## config.mk

```make
export PLATFORM = sky130hd
export DESIGN_NAME = tfn_div_lane
export DESIGN_NICKNAME = d
export VERILOG_FILES = /design/src/hdl/tfn_pkg.sv /design/src/hdl/tfn_div_lane.sv
export SDC_FILE = /design/constraint.sdc
export NUM_CORES = 2
export LEC_CHECK = 0
export ABC_AREA = 1
export BUFFER_PORTS_ARGS = -buffer_cell sky130_fd_sc_hd__buf_4
export CAP_MARGIN = 20
export CORE_ASPECT_RATIO = 0.7
export CORE_UTILIZATION = 30
export CTS_CLUSTER_DIAMETER = 30
export DETAILED_ROUTE_END_ITERATION = 8
export PLACE_DENSITY_LB_ADDON = 0.3
export RECOVER_POWER = 25
export SLEW_MARGIN = 20
export SYNTH_ARGS = -nofsm -noshare
export SYNTH_HDL_FRONTEND = slang
export SYNTH_SLANG_ARGS = --single-unit
```

## constraint.sdc

```tcl
create_clock -name clk -period 6.98 [get_ports clk]
set_clock_uncertainty 0.2 [all_clocks]
set_input_delay 0.698 -clock clk [delete_from_list [all_inputs] [get_ports clk]]
set_output_delay 0.698 -clock clk [all_outputs]
set_load 0.02 [all_outputs]
```

## src/hdl/tfn_pkg.sv

```systemverilog
// shared widths and types for the triangle face normal pipeline
`default_nettype none
package tfn_pkg;
  localparam int VW    = 16;   // vertex coordinate
  localparam int EW    = 17;   // edge vector component
  localparam int PW    = 34;   // edge product
  localparam int NW    = 35;   // cross product component
  localparam int MW    = 34;   // cross product magnitude
  localparam int HW    = 17;   // half of a magnitude
  localparam int QW2   = 68;   // one square
  localparam int SW    = 70;   // sum of squares
  localparam int RW    = 35;   // root bits
  localparam int RMW   = 38;   // root remainder
  localparam int QW    = 15;   // quotient bits
  localparam int DW    = 36;   // divider remainder
  localparam int FRACB = 14;   // fraction bits of the normal
  localparam int SQ_STAGES  = RW;
  localparam int DIV_STAGES = QW;
  localparam logic [QW-1:0] Q_ONE = QW'(1 << FRACB);

  typedef struct packed {
    logic                   last;
    logic [2:0]             neg;
    logic [2:0][MW-1:0]     mag;
  } carry_t;

  typedef struct packed {
    logic       last;
    logic       deg;
    logic [2:0] neg;
  } tail_t;
endpackage
`default_nettype wire

```

## src/hdl/tfn_div_lane.sv

```systemverilog
// pipelined restoring divider: (mag << 14) / len, one quotient bit a stage
`default_nettype none
module tfn_div_lane
  import tfn_pkg::*;
(
  input  wire logic          clk,
  input  wire logic          en,
  input  wire logic [MW-1:0] mag,
  input  wire logic [RW-1:0] len,
  output logic      [QW-1:0] q
);
  logic [DW-1:0] rem_r [0:DIV_STAGES-1];
  logic [QW-1:0] q_r   [0:DIV_STAGES-1];
  logic [RW-1:0] len_r [0:DIV_STAGES-1];

  genvar j;
  generate
    for (j = 0; j < DIV_STAGES; j++) begin : g_stage
      logic [DW-1:0] rem_in;
      logic [QW-1:0] q_in;
      logic [RW-1:0] len_in;
      logic          bit_in;
      logic [DW-1:0] cand;
      logic          ge;
      if (j == 0) begin : g_first
        // numerator shifted right by the quotient width stays below len
        assign rem_in = DW'(mag[MW-1:1]);
        assign q_in   = '0;
        assign len_in = len;
        assign bit_in = mag[0];
      end else begin : g_next
        assign rem_in = rem_r[j-1];
        assign q_in   = q_r[j-1];
        assign len_in = len_r[j-1];
        assign bit_in = 1'b0;
      end
      assign cand = {rem_in[DW-2:0], bit_in};
      assign ge   = cand >= DW'(len_in);
      always_ff @(posedge clk) begin
        if (en) begin
          rem_r[j] <= ge ? (cand - DW'(len_in)) : cand;
          q_r[j]   <= {q_in[QW-2:0], ge};
          len_r[j] <= len_in;
        end
      end
    end
  endgenerate

  assign q = q_r[DIV_STAGES-1];
endmodule
`default_nettype wire

```

==> qor.yml <==
hold_path:
  min-delay-start: "mag[0]"
  min_delay_worst_endpoint: "rem_r[0][0]$_DFFE_PP_"
  whs_path_depth: 3
  hp-class: "primary input to flop"
setup_path:
  worstSetupPathType: "primary input to flop"
  worst_path_max_delay_cell: "clkbuf_1"
  crit_path_start_kind: "primary input"
  critPathLaunch: "en"
  path_buf_inv: 2
  reg2reg_to: "rem_r[0][62]$_DFFE_PP_"
  reg2reg_depth: 13
  cp.arrival_ps: 4990
  max_stage_delay_ps: 3010
  r2r_start: "len_r[0][11]$_DFFE_PP_"
  end_kind: "flop"
  r2r_setup_slack_ps: 2780
  path_max_fanout: 62
  critPathTopFamily: "buffers and inverters"
  cp_cell_sequence: "clkbuf_1 > buf_4"
  required_ps: 7290
clocking:
  cts_resized: 0
  post_cts_buffers: 0
  cts_hold_buf: 68
  cts_buffers: 296
  insertion_delay_ps: 920
  clkTransAtPathRegs_ps: 50
  clock-sinks: 1100
  htreeDepth: 5
  root_buffer: "clkbuf_16"
  tritoncts: "built"
  cts_buffer_depth: 4
logic_synthesis:
  synth.distinct_cells: 39
  synthCells: 10401
  syn_area_um2: 77380
  synthFlopType: "edfxtp_1"
  yosysTopAreaCellShare: 0.4269
  syn_nets: 11009
  synth-edff-count: 1100
  synthTopCellsByArea: "edfxtp_1 (43%), nand2_1 (20%), inv_1 (9.4%)"
  yosys_warnings: 0
  avgSynthCellArea_um2: 7.440
  synth_seq_cells: 1100
  async_flop_share: 0
  ys_seq_area_frac: 0.4269
  synth_largest_area_cell: "edfxtp_1"
timing:
  holdWs_ps: 151.6
  slew_headroom: -2.007
  tns_ps: 0
  min_period_ps: 4682
  finalMaxSlewViolations: 52
  rsz0062_at_grt: "false"
  hold_violations: 0
  finalSetupViolCount: 0
  finalCritPeriodShare: 0.6708
  worst_pin_slew_ps: 4510
  max_clock_freq_ghz: 0.2136
final_layout:
  nNetsFinal: 11393
  nFillCells: 26845
  layout-drive-gt1-share: 0.05800
  synthToLayoutAreaGrowth_pct: 18.53
pwr:
  p_per_area_nw_per_um2: 479.7
  ir_drop_mv: 0.3033
  power_leakage_uw: 0.04617
floorplan:
  core_um2: 255600
  dieArea_um2: 260000
  die_x_um: 609.0
  die_y_um: 426.9
  start_util: 0.3027
  io_pins: 86
  fp-row-count: 155
grt:
  grt_pass1_wl_um: 401600
  grt_max_degree: 154
  antenna_found_initial: 3
  gr-total-overflow: 0
  grt_pass1_vias: 59081
  gr-usage-all-layers: 0.2077
routing:
  wl_per_cell_um: 19.31
  via_per_inst: 4.819
  drt_first_iter_violations: 10600
  antenna_left: 0
  drt_wl_total_um: 277600
  vias: 69274
  dr.pass1.iters: 9
  drc: 0
run_status:
  status: "finished with violations"
  violations: "max-capacitance violations, max-slew violations"
placement:
  gp_congestion: 1.017
  portBuffers: 85
  dpl.hpwl_um: 224400
job:
  maxCapViolations: 1
[per-stage QoR]
stage                     power [uW]  cell area, um2  utilization  std cells  setup WS (ps)
final                          44000           91720       0.3588      14376           2298
after CTS                      43350           91810       0.3592      14375           3134
after floorplan                24090           77380            -      10401           4279
after detailed placement       29970           81610       0.3193      13794           3179
after global routing           46760           91720       0.3588      14376           1891
after global placement         30020           81610       0.3193      13794           3234
[worst max path at each step]
stage,cells past startpoint,endpoint
global placement,13,rem_r[0][62]$_DFFE_PP_
detailed placement,12,rem_r[0][140]$_DFFE_PP_
floorplan,13,rem_r[0][26]$_DFFE_PP_
global route,2,len_r[1][55]$_DFFE_PP_
CTS,13,rem_r[0][62]$_DFFE_PP_
finish,2,rem_r[1][0]$_SDFFCE_PN0P_
[metal layers]
metal / wire length [um] / track usage / vias to the layer above
li1: - / - / 33653
met1: 148900 / 0.3653 / 31624
met2: 77190 / 0.1935 / 3727
met3: 47990 / 0.1057 / 266
met4: 3208 / 0.03221 / 4
met5: 284 / 0.007845 / -
[flip-flops by register name, summed over array words and instances, names as in the netlist]
signal  cells
len_r     490
q_r       120
rem_r     490
[power by group]
group	total [uW]	internal, uW	switching [uW]
logic	19800	5830	14000
clock network	13100	8990	4110
registers	11100	9850	1240
total	44000	24700	19300
[layout make-up]
| cell class | count | area, um2 | share of cell area |
|---|---|---|---|
| diodes | 1 | 2.502 | 0.00002728 |
| clock buffers | 338 | 7692 | 0.08387 |
| well taps | 3375 | 4223 | 0.04604 |
| clock inverters | 175 | 1833 | 0.01999 |
| multi-input cells | 7255 | 36100 | 0.3936 |
| repair buffers | 171 | 1439 | 0.01569 |
| flip-flops and latches | 1100 | 33030 | 0.3601 |
| inverters | 1961 | 7398 | 0.08066 |
[cells in the final DEF (no fill, tap or decap), types with 13 or more instances in the layout]
cell type	n
clkinvlp_4	24
inv_6	16
nor3_1	83
clkbuf_1	60
inv_1	1943
nand2_4	13
nor2_2	34
nand3_1	537
clkinv_2	44
o21bai_1	57
clkinv_1	44
dlygate4sd3_1	68
clkbuf_16	302
xor2_1	251
bufinv_16	32
and2_1	13
inv_4	13
nor2_1	745
o21ai_0	171
buf_4	63
a21oi_1	407
ha_1	523
nand3b_1	71
clkinv_4	14
fa_1	14
nand4_1	62
nor4_1	27
nand2_2	33
edfxtp_1	1100
nand2_1	4177
[kinds of logic after synthesis]
group / synth area share
compound gates: 0.04361
flops: 0.4269
buf+inv: 0.1066
fa+ha+maj: 0.08819
xor+xnor: 0.02841
simple gates: 0.3063
[cells in the mapped netlist (all sizes together) (2+ instances only)]
cell	instances
a21oi	409
and2	13
buf	85
clkinv	2
edfxtp	1100
fa	14
ha	523
inv	1959
nand2	4224
nand3	545
nand3b	84
nand4	62
nor2	782
nor3	84
nor3b	3
nor4	27
o211ai	3
o21ai	171
o21bai	57
xor2	251
No activity file was read; power rests on OpenSTA's default activity.
